<file path="src/lifr_pkg.sv">
// Shared types, constants and helpers for the LIF layer with fused readout.
package lifr_pkg;

    localparam int NEURONS_DEF   = 64;
    localparam int OUTPUTS_DEF   = 8;
    localparam int FRAC_BITS_DEF = 12;

    localparam int MEM_W   = 24;
    localparam int VAL_W   = 16;
    localparam int DEC_W   = 13;
    localparam int OP_W    = 3;
    localparam int NIDX_W  = 6;
    localparam int OIDX_W  = 3;
    localparam int NCFG_W  = 7;
    localparam int OCFG_W  = 4;

    localparam logic [MEM_W-1:0] ACC_MAX = 24'h7FFFFF;
    localparam logic [MEM_W-1:0] ACC_MIN = 24'h800000;

    typedef enum logic [OP_W-1:0] {
        OP_STEP  = 3'd0,
        OP_PARAM = 3'd1,
        OP_WEIGHT = 3'd2,
        OP_BIAS  = 3'd3,
        OP_CLEAR = 3'd4
    } op_t;

    localparam logic CFG_NEURONS = 1'b0;
    localparam logic CFG_OUTPUTS = 1'b1;

    // Control fed to each cell of the readout row.
    typedef struct packed {
        logic load;   // load bias (step start)
        logic add;    // add weight (neuron fired)
        logic wr_bias;
    } cell_ctl_t;

    // Saturate a 26-bit signed sum to 24 bits.
    function automatic logic [MEM_W-1:0] sat24(input logic signed [MEM_W+1:0] v);
        logic [MEM_W-1:0] r;
        begin
            if (v > $signed({3'b000, ACC_MAX[MEM_W-2:0]}))
                r = ACC_MAX;
            else if (v < $signed({3'b111, ACC_MIN[MEM_W-2:0]}))
                r = ACC_MIN;
            else
                r = v[MEM_W-1:0];
            return r;
        end
    endfunction

endpackage

</file>
<file path="src/lifr_cell.sv">
// One readout cell: a bias, a weight column and an accumulator.
module lifr_cell import lifr_pkg::*; #(
    parameter int NEURONS = NEURONS_DEF,
    parameter int NA_W    = 6
) (
    input  logic                   aclk,
    input  logic                   en,
    input  cell_ctl_t              ctl,
    input  logic                   w_we,
    input  logic [NA_W-1:0]        w_addr,
    input  logic [VAL_W-1:0]       w_data,
    input  logic [NA_W-1:0]        r_addr,
    input  logic [MEM_W-1:0]       shift_in,
    input  logic                   shift,
    output logic [MEM_W-1:0]       acc
);

    logic [VAL_W-1:0] wmem [NEURONS];
    logic [VAL_W-1:0] wrd_reg;
    logic [VAL_W-1:0] bias_reg;
    logic [MEM_W-1:0] acc_reg, acc_next;

    // Weight column memory, registered read.
    always_ff @(posedge aclk) begin
        if (w_we) wmem[w_addr] <= w_data;
        wrd_reg <= wmem[r_addr];
    end

    always_comb begin
        acc_next = acc_reg;
        if (shift)
            acc_next = shift_in;
        else if (ctl.load)
            acc_next = {{(MEM_W-VAL_W){bias_reg[VAL_W-1]}}, bias_reg};
        else if (ctl.add && en)
            acc_next = sat24($signed({{2{acc_reg[MEM_W-1]}}, acc_reg}) +
                             $signed({{(MEM_W+2-VAL_W){wrd_reg[VAL_W-1]}}, wrd_reg}));
    end

    always_ff @(posedge aclk) begin
        if (ctl.wr_bias) bias_reg <= w_data;
        acc_reg <= acc_next;
    end

    assign acc = acc_reg;

endmodule

</file>
<file path="config.mk">
export PLATFORM = sky130hd
export DESIGN_NAME = lifr_cell
export DESIGN_NICKNAME = d
export VERILOG_FILES = /design/src/lifr_pkg.sv /design/src/lifr_cell.sv
export SDC_FILE = /design/constraint.sdc
export NUM_CORES = 1
export LEC_CHECK = 0
export BUFFER_PORTS_ARGS = -buffer_cell sky130_fd_sc_hd__buf_2
export CAP_MARGIN = 20
export CORE_ASPECT_RATIO = 0.9
export CORE_MARGIN = 4
export CORE_UTILIZATION = 29
export CTS_CLUSTER_SIZE = 10
export DETAILED_ROUTE_END_ITERATION = 10
export GPL_TIMING_DRIVEN = 0
export MAX_ROUTING_LAYER = met4
export RECOVER_POWER = 100
export SKIP_CTS_REPAIR_TIMING = 1
export SLEW_MARGIN = 20
export SYNTH_ARGS = -nofsm -noshare
export SYNTH_HDL_FRONTEND = slang
export SYNTH_SLANG_ARGS = --single-unit
</file>
<file path="constraint.sdc">
create_clock -name aclk -period 7.9 [get_ports aclk]
set_input_delay 1.58 -clock aclk [delete_from_list [all_inputs] [get_ports aclk]]
set_output_delay 1.58 -clock aclk [all_outputs]
set_load 0.01 [all_outputs]
</file>
Word level (Yosys, flattened, before mapping)

Memories as Yosys holds them, arrays and structs flattened. A register that Yosys moved wholly into a read port is not among the register bits.
Index checks and enable logic that the tools add are counted.

$add $sub $neg: 1
Multiply operators: 0
Divide/modulo/power cells: 0
$lt $le $gt $ge: 2
Eq/ne operators: 0
Shift-type cells: 0
Muxes and demuxes: 7
Bitwise operators: 0
Reductions and logical operators: 2

Operator list:

| operator                                                                           | count |
|---|---|
| 24-bit 2-to-1 mux                                                                  | 5 |
| 24-bit by 16-bit adder with 25-bit output                                          | 1 |
| 25-bit by 24-bit greater-than comparator with 1-bit output (second input constant) | 1 |
| 25-bit by 24-bit < comparator with 1-bit output (second input constant)            | 1 |
| 3-bit nonzero test                                                                 | 1 |
| 1-bit 2-to-1 mux                                                                   | 2 |
| 1-bit logical AND                                                                  | 1 |

Flip-flop bits (word level): 40
Latch bits: 0
RAM bits: 1024
Memory bits (read-only): 0
Memories kept: 1

Memory list:

| memory | words | width | read ports | clocked after Yosys merged registers in | wr ports | RTL line        | text |
|---|---|---|---|---|---|---|---|
| wmem   | 64    | 16    | 1          | 1                                       | 1        | lifr_cell.sv:18 | `logic [VAL_W-1:0] wmem [NEURONS];` |

Logic depth before layout (Yosys ltp)

Word-level depth: 7
Depth in mapped cells: 11
Mapped depth without buffers: 10

Worst setup path before layout

Ideal clock, no wire load.

Kind: input-to-reg
Start point: input r_addr[0]
End point: register wrd_reg[10], read port of wmem
Arrival: 3.682 ns
Data required time: 7.766 ns
Path slack: 4.083 ns
Stages on the path: 5
Cells stage by stage: buf_2 > clkbuf_1 > mux4_2 > mux4_2 > mux4_2

RTL lines:

| what            | RTL line        | text |
|---|---|---|
| start, declared | lifr_cell.sv:12 | `input logic [NA_W-1:0] r_addr,` |
| end, declared   | lifr_cell.sv:19 | `logic [VAL_W-1:0] wrd_reg;` |

Worst setup path after layout

Start point: register wrd_reg[15], read port of wmem
End point: register acc_reg[3], in the netlist acc[3] (data pin)

Longest elaborated chain between the ends: 7
Elaborated cells between the ends (all ways): 8

Ends and longest elaborated chain:

| what                                            | RTL line        | text |
|---|---|---|
| 24-bit by 16-bit adder with 25-bit output (*)   | lifr_cell.sv:36 | `acc_next = sat24($signed({{2{acc_reg[MEM_W-1]}}, acc_reg}) +` |
| 25-bit by 24-bit < comparator with 1-bit output | lifr_pkg.sv:44  | `else if (v < $signed({3'b111, ACC_MIN[MEM_W-2:0]}))` |
| 24-bit 2-to-1 mux                               | lifr_pkg.sv:44  |  |
| 24-bit 2-to-1 mux (*)                           | lifr_pkg.sv:42  | `if (v > $signed({3'b000, ACC_MAX[MEM_W-2:0]}))` |
| 24-bit 2-to-1 mux (*)                           | lifr_cell.sv:35 | `else if (ctl.add && en)` |
| 24-bit 2-to-1 mux (*)                           | lifr_cell.sv:33 | `else if (ctl.load)` |
| 24-bit 2-to-1 mux (*)                           | lifr_cell.sv:31 | `if (shift)` |
| named net acc_next[3]                           | lifr_cell.sv:21 | `logic [MEM_W-1:0] acc_reg, acc_next;` |
| end signal, assigned                            | lifr_cell.sv:42 | `acc_reg <= acc_next;` |
| end, declared                                   | lifr_cell.sv:21 |  |

The timed path passes the listed nets; every way through them passes the cells marked *. The select of a mux whose other input is x is not followed.
A chain may end at the register's enable or synchronous reset.

==> results_dict.tcl <==
set metrics [dict create \
    antenna_left 0 \
    cts_root_buf "clkbuf_16" \
    insertion_delay_ns 0.70 \
    power_uw 12530 \
    power_density_nw_per_um2 257.2 \
    crit_required_ns 8.39 \
    synth_edf_count 1064 \
    largest_reg_flops 1024 \
    globalRouteOverflowTotal 0 \
    finalCriticalPeriod_ns 4.387 \
    synth_area_um2 42590 \
    synth_nets 1974 \
    critPathSlowestCell "a2111oi_0" \
    synth_top_family_by_area "multiplexers" \
    clock_path_buffers 3 \
    yosys.area_share.simple_pct 2.168 \
    syn_avg_cell_area_um2 22.53 \
    synth_ff_type "edfxtp_1" \
    setup_viol 0 \
    grt_max_degree 66 \
    failed_checks "max-capacitance violations, max-slew violations" \
    num_rows 133 \
    hold_viol 0 \
    drive_gt1_share_pct 24.26 \
    synth.distinct_cells 55 \
    port_buffers 70 \
    cts_buffers 119 \
    start_util_pct 29.18 \
    r2r_start "wrd_reg[15]$_DFF_P_" \
    track_usage_pct 14.21 \
    num_vias 20918 \
    core-area_um2 145900 \
    path_buf_inv 1 \
    synth-async-reset-ratio_pct 0 \
    ys_seq_area_share_pct 75.77 \
    fin_tns_setup_ns 0 \
    stdcell_area_um2 48720 \
    die_w_um 412.0 \
    max_stage_delay_ns 1.24 \
    io_pins 83 \
    numClockSinks 1080 \
    die_h_um 371.6 \
    max_slew_margin_pct -140.3 \
    syn_to_final_growth_pct 14.39 \
    worstMarginPinSlew_ns 3.605 \
    synth_seq_cells 1080 \
    grt_first_pass_wirelength_mm 153.6 \
    cts-htree-levels 3 \
    start_kind "flip-flop" \
    wl_per_cell_um 25.83 \
    path_cells "ha_1, clkbuf_1, nand2_1, o21ai_0, a21boi_0, a2111oi_0, nor3_1, o31ai_1" \
    final_max_slew_viol_count 1209 \
    synth_compound_area_share_pct 2.074 \
    setup.worst_path.start "wrd_reg[15]$_DFF_P_" \
    drt-pass1-iter-count 6 \
    grt_pass1_vias 21110 \
    crit_type "reg -> reg" \
    drv_cap 26 \
    die_area_um2 153100 \
    gp_congestion 0.8539 \
    final_nets 2217 \
    synth_xor_area_share_pct 0.3290 \
    arrival_ns 4.88 \
    cp_max_fo 10 \
    rsz0062_at_grt "false" \
    cp-end-kind "flip-flop" \
    drt-initial-drc-count 2619 \
    syn_inst 1890 \
    fmax_mhz 228.0 \
    clk_pin_slew_ns 0.07 \
    routed_wirelength_mm 106.9 \
    finClkSkew_ns 0.02556 \
    cts_tree "built" \
    cpLargestDelayFamily "compound AO/OA/AOI/OAI gates" \
    antenna_found_initial 26 \
    yosys_warnings 0 \
    hp-class "reg -> reg" \
    dpl_cell_area_um2 46200 \
    dp_hpwl_mm 72.46 \
    synth_fa_ha_area_share_pct 0.7521 \
    power.leakage_uw 0.01477 \
    irDropWorstVdd_mv 0.1625 \
    vias_per_cell 5.054 \
    hp-start "bias_reg[9]$_DFFE_PP_" \
    min_period_over_period_pct 55.53 \
    post-route-drc-count 0 \
    synth_mux_area_share_pct 17.77 \
    status "finished with violations" \
]
-- cells by family (layout without fill, tap and decap cells) --
| kind of cell | Yosys count | in the layout |
|---|---|---|
| DFF | 1080 | 1080 |
| muxes | 336 | 336 |
| and+or+nand+nor | 197 | 197 |
| AOI/OAI and AO/OA | 126 | 126 |
| buffers and inverters | 110 | 388 |
| adders and majority gates | 25 | 25 |
| xor gates and xnor gates | 16 | 16 |
| other | 0 | 14 |
-- metrics by stage --
stage / util (%) / hold slack (ns) / setup slack, ns / std cells
6_report: 33.38 / 0.5937 / 3.513 / 4139
5_1_grt: 33.38 / 0.6314 / 3.085 / 4138
4_1_cts: 33.85 / 0.5843 / 3.896 / 4125
3_5_place_dp: 31.66 / 0.5851 / 3.132 / 3969
3_3_place_gp: 31.10 / 0.5827 / 3.050 / 3917
2_1_floorplan: - / 0.5615 / 4.083 / 1890
-- synthesized netlist by cell type (3+ instances only) --
cell      instances  area, µm²
a211oi_1          4      30.03
a21o_1            9      67.56
a21oi_1          31      155.2
a32oi_1           5      43.79
and2_1            6      37.54
and3_1            4      25.02
buf_1             8      30.03
buf_2            27      135.1
buf_4             4      30.03
buf_6             3      33.78
clkbuf_1         55      206.5
dfxtp_1          16      320.3
edfxtp_1       1064      31950
ha_1             24      300.3
inv_1            12      45.04
mux4_2          336       7567
nand2_1          40      150.1
nand2b_1          7      43.79
nand3_1          16      80.08
nand4_1          13      81.33
nor2_1           78      292.8
nor2b_1           5      31.28
nor3_1           13      65.06
nor3b_1           3      22.52
o211ai_1         11      82.58
o21a_1            6      45.04
o21ai_0          18      90.09
o21bai_1          3      22.52
o221ai_1          3      26.28
o22ai_1           6      37.54
o311ai_0          5      43.79
o31ai_1           9      67.56
xnor2_1           6      52.55
xor2_1           10      87.58
-- power breakdown --
group / internal [µW] / total [µW] / switching, µW
registers: 6420 / 6480 / 57.5
logic: 471 / 1260 / 787
clock network: 2740 / 4790 / 2060
-- cell type report --
| type | instances | area [µm²] |
|---|---|---|
| sequential | 1080 | 32270 |
| tap | 1957 | 2449 |
| fill | 13608 | 97220 |
| inverter | 12 | 45.04 |
| timing repair buffer | 122 | 491.7 |
| clock buffer | 147 | 3147 |
| antenna | 14 | 35.03 |
| multi-input combinational | 700 | 9788 |
| clock inverter | 9 | 56.30 |
| buffer | 98 | 437.9 |
-- tightest hold or removal path, delay by kind of cell, from the launching register on --
| kind | cells | cell delay, ns |
|---|---|---|
| flops | 1 | 0.32 |
| compound gates | 2 | 0.16 |
-- layout by cell type, fill, tap and decap left out, types with 7 or more instances in the layout --
cell and instances:
a21o_1 9, a21oi_1 31, buf_1 8, buf_2 52, clkbuf_1 177, clkbuf_16 122
dfxtp_1 16, diode_2 14, edfxtp_1 1064, ha_1 24, inv_1 12, mux4_2 336
nand2_1 40, nand2b_1 7, nand3_1 16, nand4_1 13, nor2_1 78, nor3_1 14
o211ai_1 11, o21ai_0 18, o31ai_1 10, xor2_1 10
-- per-layer routing --
layer  GRT usage, %  up-vias  share of wire [%]
met1          19.21    11215                 42
li1               -     8584                  -
met5              -        -                  0
met2          21.90      976                 47
met3          3.894      143                9.4
met4          2.417        0                1.7
-- final timing paths --
kind                                    endpoint  slack (ns)  depth (start not counted)
worst min register to register  acc[9]$_DFFE_PP_        0.59                          2
worst max-delay path            acc[3]$_DFFE_PP_        3.51                          8
worst min-delay path            acc[9]$_DFFE_PP_        0.59                          2
worst max register to register  acc[3]$_DFFE_PP_        3.51                          8
Power figures use the tool's default switching activity.
