## src/lifr_pkg.sv

```systemverilog
// Shared types, constants and helpers for the LIF layer with fused readout.
package lifr_pkg;

    localparam int NEURONS_DEF   = 64;
    localparam int OUTPUTS_DEF   = 8;
    localparam int FRAC_BITS_DEF = 12;

    localparam int MEM_W   = 24;
    localparam int VAL_W   = 16;
    localparam int DEC_W   = 13;
    localparam int OP_W    = 3;
    localparam int NIDX_W  = 6;
    localparam int OIDX_W  = 3;
    localparam int NCFG_W  = 7;
    localparam int OCFG_W  = 4;

    localparam logic [MEM_W-1:0] ACC_MAX = 24'h7FFFFF;
    localparam logic [MEM_W-1:0] ACC_MIN = 24'h800000;

    typedef enum logic [OP_W-1:0] {
        OP_STEP  = 3'd0,
        OP_PARAM = 3'd1,
        OP_WEIGHT = 3'd2,
        OP_BIAS  = 3'd3,
        OP_CLEAR = 3'd4
    } op_t;

    localparam logic CFG_NEURONS = 1'b0;
    localparam logic CFG_OUTPUTS = 1'b1;

    // Control fed to each cell of the readout row.
    typedef struct packed {
        logic load;   // load bias (step start)
        logic add;    // add weight (neuron fired)
        logic wr_bias;
    } cell_ctl_t;

    // Saturate a 26-bit signed sum to 24 bits.
    function automatic logic [MEM_W-1:0] sat24(input logic signed [MEM_W+1:0] v);
        logic [MEM_W-1:0] r;
        begin
            if (v > $signed({3'b000, ACC_MAX[MEM_W-2:0]}))
                r = ACC_MAX;
            else if (v < $signed({3'b111, ACC_MIN[MEM_W-2:0]}))
                r = ACC_MIN;
            else
                r = v[MEM_W-1:0];
            return r;
        end
    endfunction

endpackage

```

## src/lifr_neuron.sv

```systemverilog
// Neuron update: membrane memory, decay multiply, integrate, fire.
module lifr_neuron import lifr_pkg::*; #(
    parameter int NEURONS   = NEURONS_DEF,
    parameter int FRAC_BITS = FRAC_BITS_DEF,
    parameter int NA_W      = 6
) (
    input  logic               aclk,
    input  logic               p_we,
    input  logic [NA_W-1:0]    p_addr,
    input  logic [DEC_W-1:0]   p_decay,
    input  logic [VAL_W-1:0]   p_thr,
    input  logic [NA_W-1:0]    r_addr,
    input  logic               calc,
    input  logic [VAL_W-1:0]   current,
    input  logic [NA_W-1:0]    m_addr,
    input  logic               m_we,
    input  logic               m_clr,
    input  logic [NA_W-1:0]    clr_addr,
    output logic               fire
);

    logic [MEM_W-1:0] mmem [NEURONS];
    logic [DEC_W-1:0] dmem [NEURONS];
    logic [VAL_W-1:0] tmem [NEURONS];
    logic [MEM_W-1:0] m_rd_reg;
    logic [DEC_W-1:0] d_rd_reg;
    logic [VAL_W-1:0] t_rd_reg;
    logic signed [MEM_W+DEC_W:0] prod;
    logic signed [MEM_W+1:0] sum;
    logic [MEM_W-1:0] mnew, msub, mfin;

    // Parameter stores.
    always_ff @(posedge aclk) begin
        if (p_we) begin
            dmem[p_addr] <= p_decay;
            tmem[p_addr] <= p_thr;
        end
        d_rd_reg <= dmem[r_addr];
        t_rd_reg <= tmem[r_addr];
        m_rd_reg <= mmem[r_addr];
    end

    // Decay, integrate, saturate, compare, subtract.
    always_comb begin
        prod = $signed(m_rd_reg) * $signed({1'b0, d_rd_reg});
        sum  = (MEM_W+2)'($signed(prod >>> FRAC_BITS) + $signed(current));
        mnew = sat24(sum);
        fire = calc && ($signed(mnew) > $signed(t_rd_reg));
        msub = sat24($signed({{2{mnew[MEM_W-1]}}, mnew}) - $signed(t_rd_reg));
        mfin = fire ? msub : mnew;
    end

    // Membrane write-back or clearing sweep.
    always_ff @(posedge aclk) begin
        if (m_clr)
            mmem[clr_addr] <= '0;
        else if (m_we)
            mmem[m_addr] <= mfin;
    end

endmodule

```

## config.mk

```make
export PLATFORM = sky130hd
export DESIGN_NAME = lifr_neuron
export DESIGN_NICKNAME = d
export VERILOG_FILES = /design/src/lifr_pkg.sv /design/src/lifr_neuron.sv
export SDC_FILE = /design/constraint.sdc
export NUM_CORES = 2
export LEC_CHECK = 0
export BUFFER_PORTS_ARGS = -buffer_cell sky130_fd_sc_hd__buf_2
export CORE_ASPECT_RATIO = 1.2
export CORE_MARGIN = 2
export CORE_UTILIZATION = 55
export CTS_CLUSTER_DIAMETER = 120
export DETAILED_ROUTE_END_ITERATION = 8
export GPL_TIMING_DRIVEN = 1
export PLACE_DENSITY_LB_ADDON = 0.1
export SLEW_MARGIN = 5
export SYNTH_ARGS = -nofsm -noshare
export SYNTH_HDL_FRONTEND = slang
export SYNTH_SLANG_ARGS = --single-unit
```

## constraint.sdc

```tcl
create_clock -name aclk -period 25 [get_ports aclk]
set_input_delay 7.5 -clock aclk [delete_from_list [all_inputs] [get_ports aclk]]
set_output_delay 7.5 -clock aclk [all_outputs]
set_load 0.02 [all_outputs]
```

Word level (Yosys, flattened, before mapping)
Memory sizes are Yosys's and may differ from the RTL's. A register that Yosys moved wholly into a read port is not among the register bits.
Index checks and enable logic that the tools add are counted.
- RAM bits: 3392
- memories: 3
- output and inout bits: 1
- word-level logic and storage cells: 28
- flip-flop bits (word level): 0
- input port bits: 74
- memories (name ; words ; bits a word ; rd ports ; clocked after Yosys merged registers in ; wr ports ; RTL line ; text):
    mmem ; 64 ; 24 ; 1 ; 1 ; 1 ; lifr_neuron.sv:22 ; logic [MEM_W-1:0] mmem [NEURONS];
    tmem ; 64 ; 16 ; 1 ; 1 ; 1 ; lifr_neuron.sv:24 ; logic [VAL_W-1:0] tmem [NEURONS];
    dmem ; 64 ; 13 ; 1 ; 1 ; 1 ; lifr_neuron.sv:23 ; logic [DEC_W-1:0] dmem [NEURONS];
- reductions and logical operators: 2
- $add $sub $neg: 2
- multiply operators: 1
- order comparisons: 5
- muxes and demuxes: 15
- operator list (cell ; count):
    $mux 24 ; 6
    $mul 24x14->38 ; 1
    $add 26x16->26 ; 1
    $gt 26x24->1 const B ; 1
    $lt 26x24->1 const B ; 1
    $gt 25x24->1 const B ; 1
    $lt 25x24->1 const B ; 1
    $sub 24x16->25 ; 1
    $gt 24x16->1 ; 1
    $reduce_or 24->1 ; 1
    $mux 1 ; 8
    $mux 6 ; 1
    $logic_and 1x1->1 ; 1

Depth between registers and ports, before layout
- depth in word-level cells: 11
- mapped depth: 50

Worst setup path after synthesis
No wires, ideal clock.
- path kind: input to output
- from: input current[0]
- to: output fire
- arrival: 11.917 ns
- stages on the path: 23
- slack: 5.583 ns
- cells stage by stage: ha_1 inv_1 fa_1 nand2b_1 a21oi_1 o211ai_1 o211ai_1 a21oi_1 xnor2_1 and2_1 clkbuf_1 buf_2 o31ai_1 nand2_1 ha_1 clkbuf_1 a21o_1 a21oi_1 o21bai_1 a21oi_1 o221ai_1 nor3_1 nor3b_1
- word-level cells in the longest chain between the ends: 6
- elaborated cells between the ends (all ways): 7
- classes of those cells: add/sub (1); order compare (3); mux (2); reduce/logical (1)
- RTL lines (item ; RTL line ; text):
    start, declared ; lifr_neuron.sv:14 ; input logic [VAL_W-1:0] current,
    $add 26x16->26 * ; lifr_neuron.sv:46 ; sum = (MEM_W+2)'($signed(prod >>> FRAC_BITS) + $signed(current));
    $lt 26x24->1 ; lifr_pkg.sv:44 ; else if (v < $signed({3'b111, ACC_MIN[MEM_W-2:0]}))
    $mux 24 ; lifr_pkg.sv:44 ;
    $mux 24 * ; lifr_pkg.sv:42 ; if (v > $signed({3'b000, ACC_MAX[MEM_W-2:0]}))
    $gt 24x16->1 * ; lifr_neuron.sv:48 ; fire = calc && ($signed(mnew) > $signed(t_rd_reg));
    $logic_and 1x1->1 * ; lifr_neuron.sv:48 ;
    end, declared ; lifr_neuron.sv:19 ; output logic fire
Mark *: on every way between the ends. The rest lies on a longest branch, timed or not.

Final worst setup path
Ends and elaborated chain as after synthesis.

==> summary.txt <==
STATUS
--------------------------------------------------------------------------------------------------------
Result of the run                                                                           complete, no violations

CRITICAL PATH
--------------------------------------------------------------------------------------------------------
Crit. End Element                                                                           primary output
Reg-to-reg critical path endpoint                                                           mmem[30][22]$_DFFE_PP_
Worst Path Required                                                                             17.50 ns
Max FO, Critical Path                                                                                 23
Family of cells with the greatest summed delay on the critical path                         compound AO/OA/AOI/OAI gates
Reg2reg start                                                                               d_rd_reg[3]$_DFF_P_
Cells traversed along the worst timing path                                                 buf_2 -> ha_1 -> inv_1 -> fa_1 -> nand2b_1 -> a21oi_1 -> o211ai_1 -> o211ai_1 -> a21oi_1 -> xnor2_1 -> and2_1 -> o311ai_0 -> nand2_1 -> ha_1 -> o21a_1 -> o31a_1 -> o21ai_0 -> o21ai_1 -> and3b_1 -> nor3_1 -> nor3b_1 -> buf_2
Type of the setup path with the least slack                                                       in2out
Crit path launch type                                                                         input port
Number of buffer and inverter stages on the critical path                                              3
R2R cell count                                                                                        42
Arr. time, crit path                                                                            13.44 ns
Slowest stage delay, CP                                                                          0.69 ns
Setup crit start                                                                              current[0]
CP max stage cell                                                                           sky130_fd_sc_hd__o311ai_0
Minimum setup slack among reg-to-reg paths                                                      10.71 ns

TIMING
--------------------------------------------------------------------------------------------------------
Maximum clock frequency                                                                       0.0478 GHz
Clock skew after layout                                                                        0.0918 ns
Unrepaired setup endpoints after global routing                                                    false
Slew at the pin with the worst max-slew slack                                                    1.35 ns
Total Neg Setup Slack                                                                               0 ns
Final cycle utilization of the critical path                                                       0.838
Final worst path period need                                                                    20.94 ns
Final slew viol count                                                                                  0
Final Worst Setup Slack                                                                          4.06 ns
Final Setup Violations                                                                                 0
Count of final hold-check violations                                                                   0
Relative max-transition margin                                                                    0.0756

MIN PATH
--------------------------------------------------------------------------------------------------------
Terminating pin of the worst hold path                                                      t_rd_reg[10]$_DFF_P_
Hold Path Origin                                                                            tmem[3][10]$_DFFE_PP_
Kind of path behind the tightest hold check                                                      reg2reg
Number of cells traversed by the worst hold path                                                       4

PLACEMENT
--------------------------------------------------------------------------------------------------------
Estimated wirelength of the detail-placed design                                                  204 mm
Number of buffers inserted by port buffering                                                          74
Instance count after placement with tap cells included                                             10.2k
Post-placement worst setup slack                                                                 4.24 ns
Gp weighted congestion                                                                             0.865

SYNTHESIS
--------------------------------------------------------------------------------------------------------
Cells taking the most area after synthesis                                                  sky130_fd_sc_hd__edfxtp_1, sky130_fd_sc_hd__mux4_2, sky130_fd_sc_hd__fa_1, sky130_fd_sc_hd__ha_1, sky130_fd_sc_hd__inv_1
Average cell area after synthesis                                                             21.2 sq um
Combinational family with the most area after synthesis                                     multiplexers
Post-Syn Nets                                                                                      7,314
Proportion of register bits with asynchronous set or reset after synthesis                             0
Number of enable flip-flop cells after synthesis                                                   3,392
Area share of the leading cell type in the synthesized netlist                                     0.705
Most used flip-flop cell after synthesis                                                    sky130_fd_sc_hd__edfxtp_1
Multiplexer share of the synthesized area                                                          0.174
Compound-cell area share of the yosys netlist                                                     0.0139
Basic-gate share of the synthesized area counting and, or, nand and nor cells                     0.0242
Sequential area share after synthesis                                                              0.713
Xor and xnor area share after synthesis                                                          0.00388
Post-Synthesis Cell Area                                                                    144,000 sq um
Yosys warnings                                                                                         0
Adder and majority gate portion of the synthesized area                                           0.0525
Post-synthesis register bit count                                                                  3,445
Number of distinct library cells after synthesis                                                      80
Cell type with the largest total area after synthesis                                       sky130_fd_sc_hd__edfxtp_1
Number of cells produced by synthesis                                                              6,809

DETAILED ROUTING
--------------------------------------------------------------------------------------------------------
Remaining antenna violation count after routing                                                        0
Total length of routed wires                                                                      355 mm
Remaining DRCs                                                                                         0
Router iterations before antenna repair                                                                6
Number of vias per cell                                                                             6.36
Vias after detailed routing                                                                        68.8k
DR iter-0 viols                                                                                    7,649
Wire per inst                                                                                    32.8 um

GLOBAL ROUTING
--------------------------------------------------------------------------------------------------------
Number of global-route vias before repair                                                          70.8k
Maximum number of pins on one net before global-route repair                                         138
Wire length of the first global-routing pass                                                      510 mm
Initial antenna violation count                                                                       32
Global-route usage over all layers                                                                 0.268
Overflow left after global routing                                                                     0

CLOCK TREE
--------------------------------------------------------------------------------------------------------
Post-CTS clock slew at the launch and capture registers of the worst setup and hold paths        0.06 ns
Number of H-tree branching levels                                                                      5
Clock root cell                                                                             sky130_fd_sc_hd__clkbuf_16
Cts-stage hold buffer count                                                                            0
Maximum buffer depth of the clock tree                                                                 4
Number of resized instances in the post-cts repair step                                                0
TritonCTS sink count                                                                               3,445
CTS tree                                                                                           built
Post-CTS repair timing setup buffer count                                                              0
Clk_lat worst skew                                                                               0.90 ns
TritonCTS buffer count                                                                               338

FINISH
--------------------------------------------------------------------------------------------------------
NumNets Final                                                                                      7,597
Fraction of final layout cells sized beyond drive strength 1                                       0.276
Final non-filler cell total                                                                        10.8k
Register name with the most flops                                                                   mmem
Layout area overhead                                                                               11.3%
Largest registers ranked by flip-flop count                                                 mmem: 1536 flops, tmem: 1024 flops, dmem: 832 flops
Flip-flop count of the largest register after layout                                               1,536
Final core area utilization                                                                        0.614
Fill cell total of the finished layout                                                             18.2k

DIE
--------------------------------------------------------------------------------------------------------
Count of pins on the block boundary                                                                   75
Die area                                                                                    267,000 sq um
Die Width                                                                                         472 um
Die boundary height                                                                               565 um
Starting density of the core                                                                       0.552
Area of the core                                                                            262,000 sq um
Cell row count                                                                                       206

JOB
--------------------------------------------------------------------------------------------------------
Reported max-cap violation count                                                                       0

==> Yosys cell counts, types with 24 or more instances <==
cell type and n:
sky130_fd_sc_hd__xnor2_1 44, sky130_fd_sc_hd__a21oi_1 67, sky130_fd_sc_hd__edfxtp_1 3392, sky130_fd_sc_hd__mux2i_1 27
sky130_fd_sc_hd__ha_1 140, sky130_fd_sc_hd__nor2_1 174, sky130_fd_sc_hd__buf_2 75, sky130_fd_sc_hd__nand2b_1 24
sky130_fd_sc_hd__clkbuf_1 215, sky130_fd_sc_hd__nand2_1 281, sky130_fd_sc_hd__a21o_1 32, sky130_fd_sc_hd__o21ai_0 55
sky130_fd_sc_hd__inv_1 364, sky130_fd_sc_hd__buf_1 39, sky130_fd_sc_hd__dfxtp_1 53, sky130_fd_sc_hd__and2_1 142
sky130_fd_sc_hd__fa_1 291, sky130_fd_sc_hd__mux4_2 1095
==> cells in the final DEF, fill, tap and decap left out, types with 22 or more instances in the layout <==
cell type	instances
sky130_fd_sc_hd__nand2_1	281
sky130_fd_sc_hd__mux2i_1	27
sky130_fd_sc_hd__mux4_2	1095
sky130_fd_sc_hd__xnor2_1	44
sky130_fd_sc_hd__clkbuf_16	342
sky130_fd_sc_hd__fa_1	291
sky130_fd_sc_hd__nor2_2	46
sky130_fd_sc_hd__nand2b_1	24
sky130_fd_sc_hd__dfxtp_1	53
sky130_fd_sc_hd__bufinv_16	25
sky130_fd_sc_hd__nand3_1	23
sky130_fd_sc_hd__nor2_4	82
sky130_fd_sc_hd__buf_2	68
sky130_fd_sc_hd__ha_1	140
sky130_fd_sc_hd__clkinv_2	56
sky130_fd_sc_hd__and2_1	142
sky130_fd_sc_hd__o21ai_0	51
sky130_fd_sc_hd__clkbuf_1	84
sky130_fd_sc_hd__a21o_1	32
sky130_fd_sc_hd__nor2_1	46
sky130_fd_sc_hd__diode_2	38
sky130_fd_sc_hd__edfxtp_1	3392
sky130_fd_sc_hd__a22oi_2	22
sky130_fd_sc_hd__inv_1	364
sky130_fd_sc_hd__clkinv_1	49
sky130_fd_sc_hd__a21oi_1	66
sky130_fd_sc_hd__buf_4	198
==> worst register-to-register path, delay by kind of cell (launching register included) <==
| family | cells | cell delay (ns) |
|---|---|---|
| compound gates | 16 | 5.27 |
| fa+ha+maj | 9 | 3.70 |
| simple gates | 11 | 3.01 |
| buf+inv | 6 | 1.10 |
| flops | 1 | 0.95 |
==> cell type report <==
type | instances | area, sq um | share of cell area
Antenna cell | 38 | 95.1 | 0.000591
Clock buffer | 434 | 8980 | 0.0559
Clock inverter | 162 | 1570 | 0.00973
Inverter | 364 | 1370 | 0.00849
Multi-Input combinational cell | 2667 | 39600 | 0.246
Sequential cell | 3445 | 103000 | 0.640
Tap cell | 3432 | 4290 | 0.0267
Timing Repair Buffer | 276 | 2000 | 0.0125
==> worst max path at each step <==
stage	cells past startpoint	to	slack (ns)
final	22	fire	4.06
after global routing	22	fire	3.66
after CTS	22	fire	4.22
after detailed placement	22	fire	4.24
after global placement	22	fire	4.28
after floorplan	23	fire	5.58
==> logic make-up after synthesis <==
family	Yosys count
mux	1141
fa+ha+maj	431
flops	3445
xor+xnor	64
compound gates	292
simple gates	739
buf+inv	697
==> per-layer routing <==
metal  wire, um  vias to the layer above  global-route usage  part of all wire
li1           -                    28200                   -                 -
met1     139000                    37600               0.369              0.39
met2     183000                     2490               0.458              0.52
met3      22700                      478              0.0366             0.064
met4       9850                        4              0.0726             0.028
met5         21                        -                   0          0.000059
==> stage by stage <==
| stage | hold WS [ns] | cell area, sq um |
|---|---|---|
| after CTS | 0.976 | 161000 |
| after global placement | 0.960 | 150000 |
| after floorplan | 0.909 | 144000 |
| final | 0.973 | 161000 |
| after global routing | 1.03 | 161000 |
| after detailed placement | 0.966 | 150000 |
Power is not shown: default switching activity piles up to over one toggle a cycle in this logic, so the estimate is an artifact.
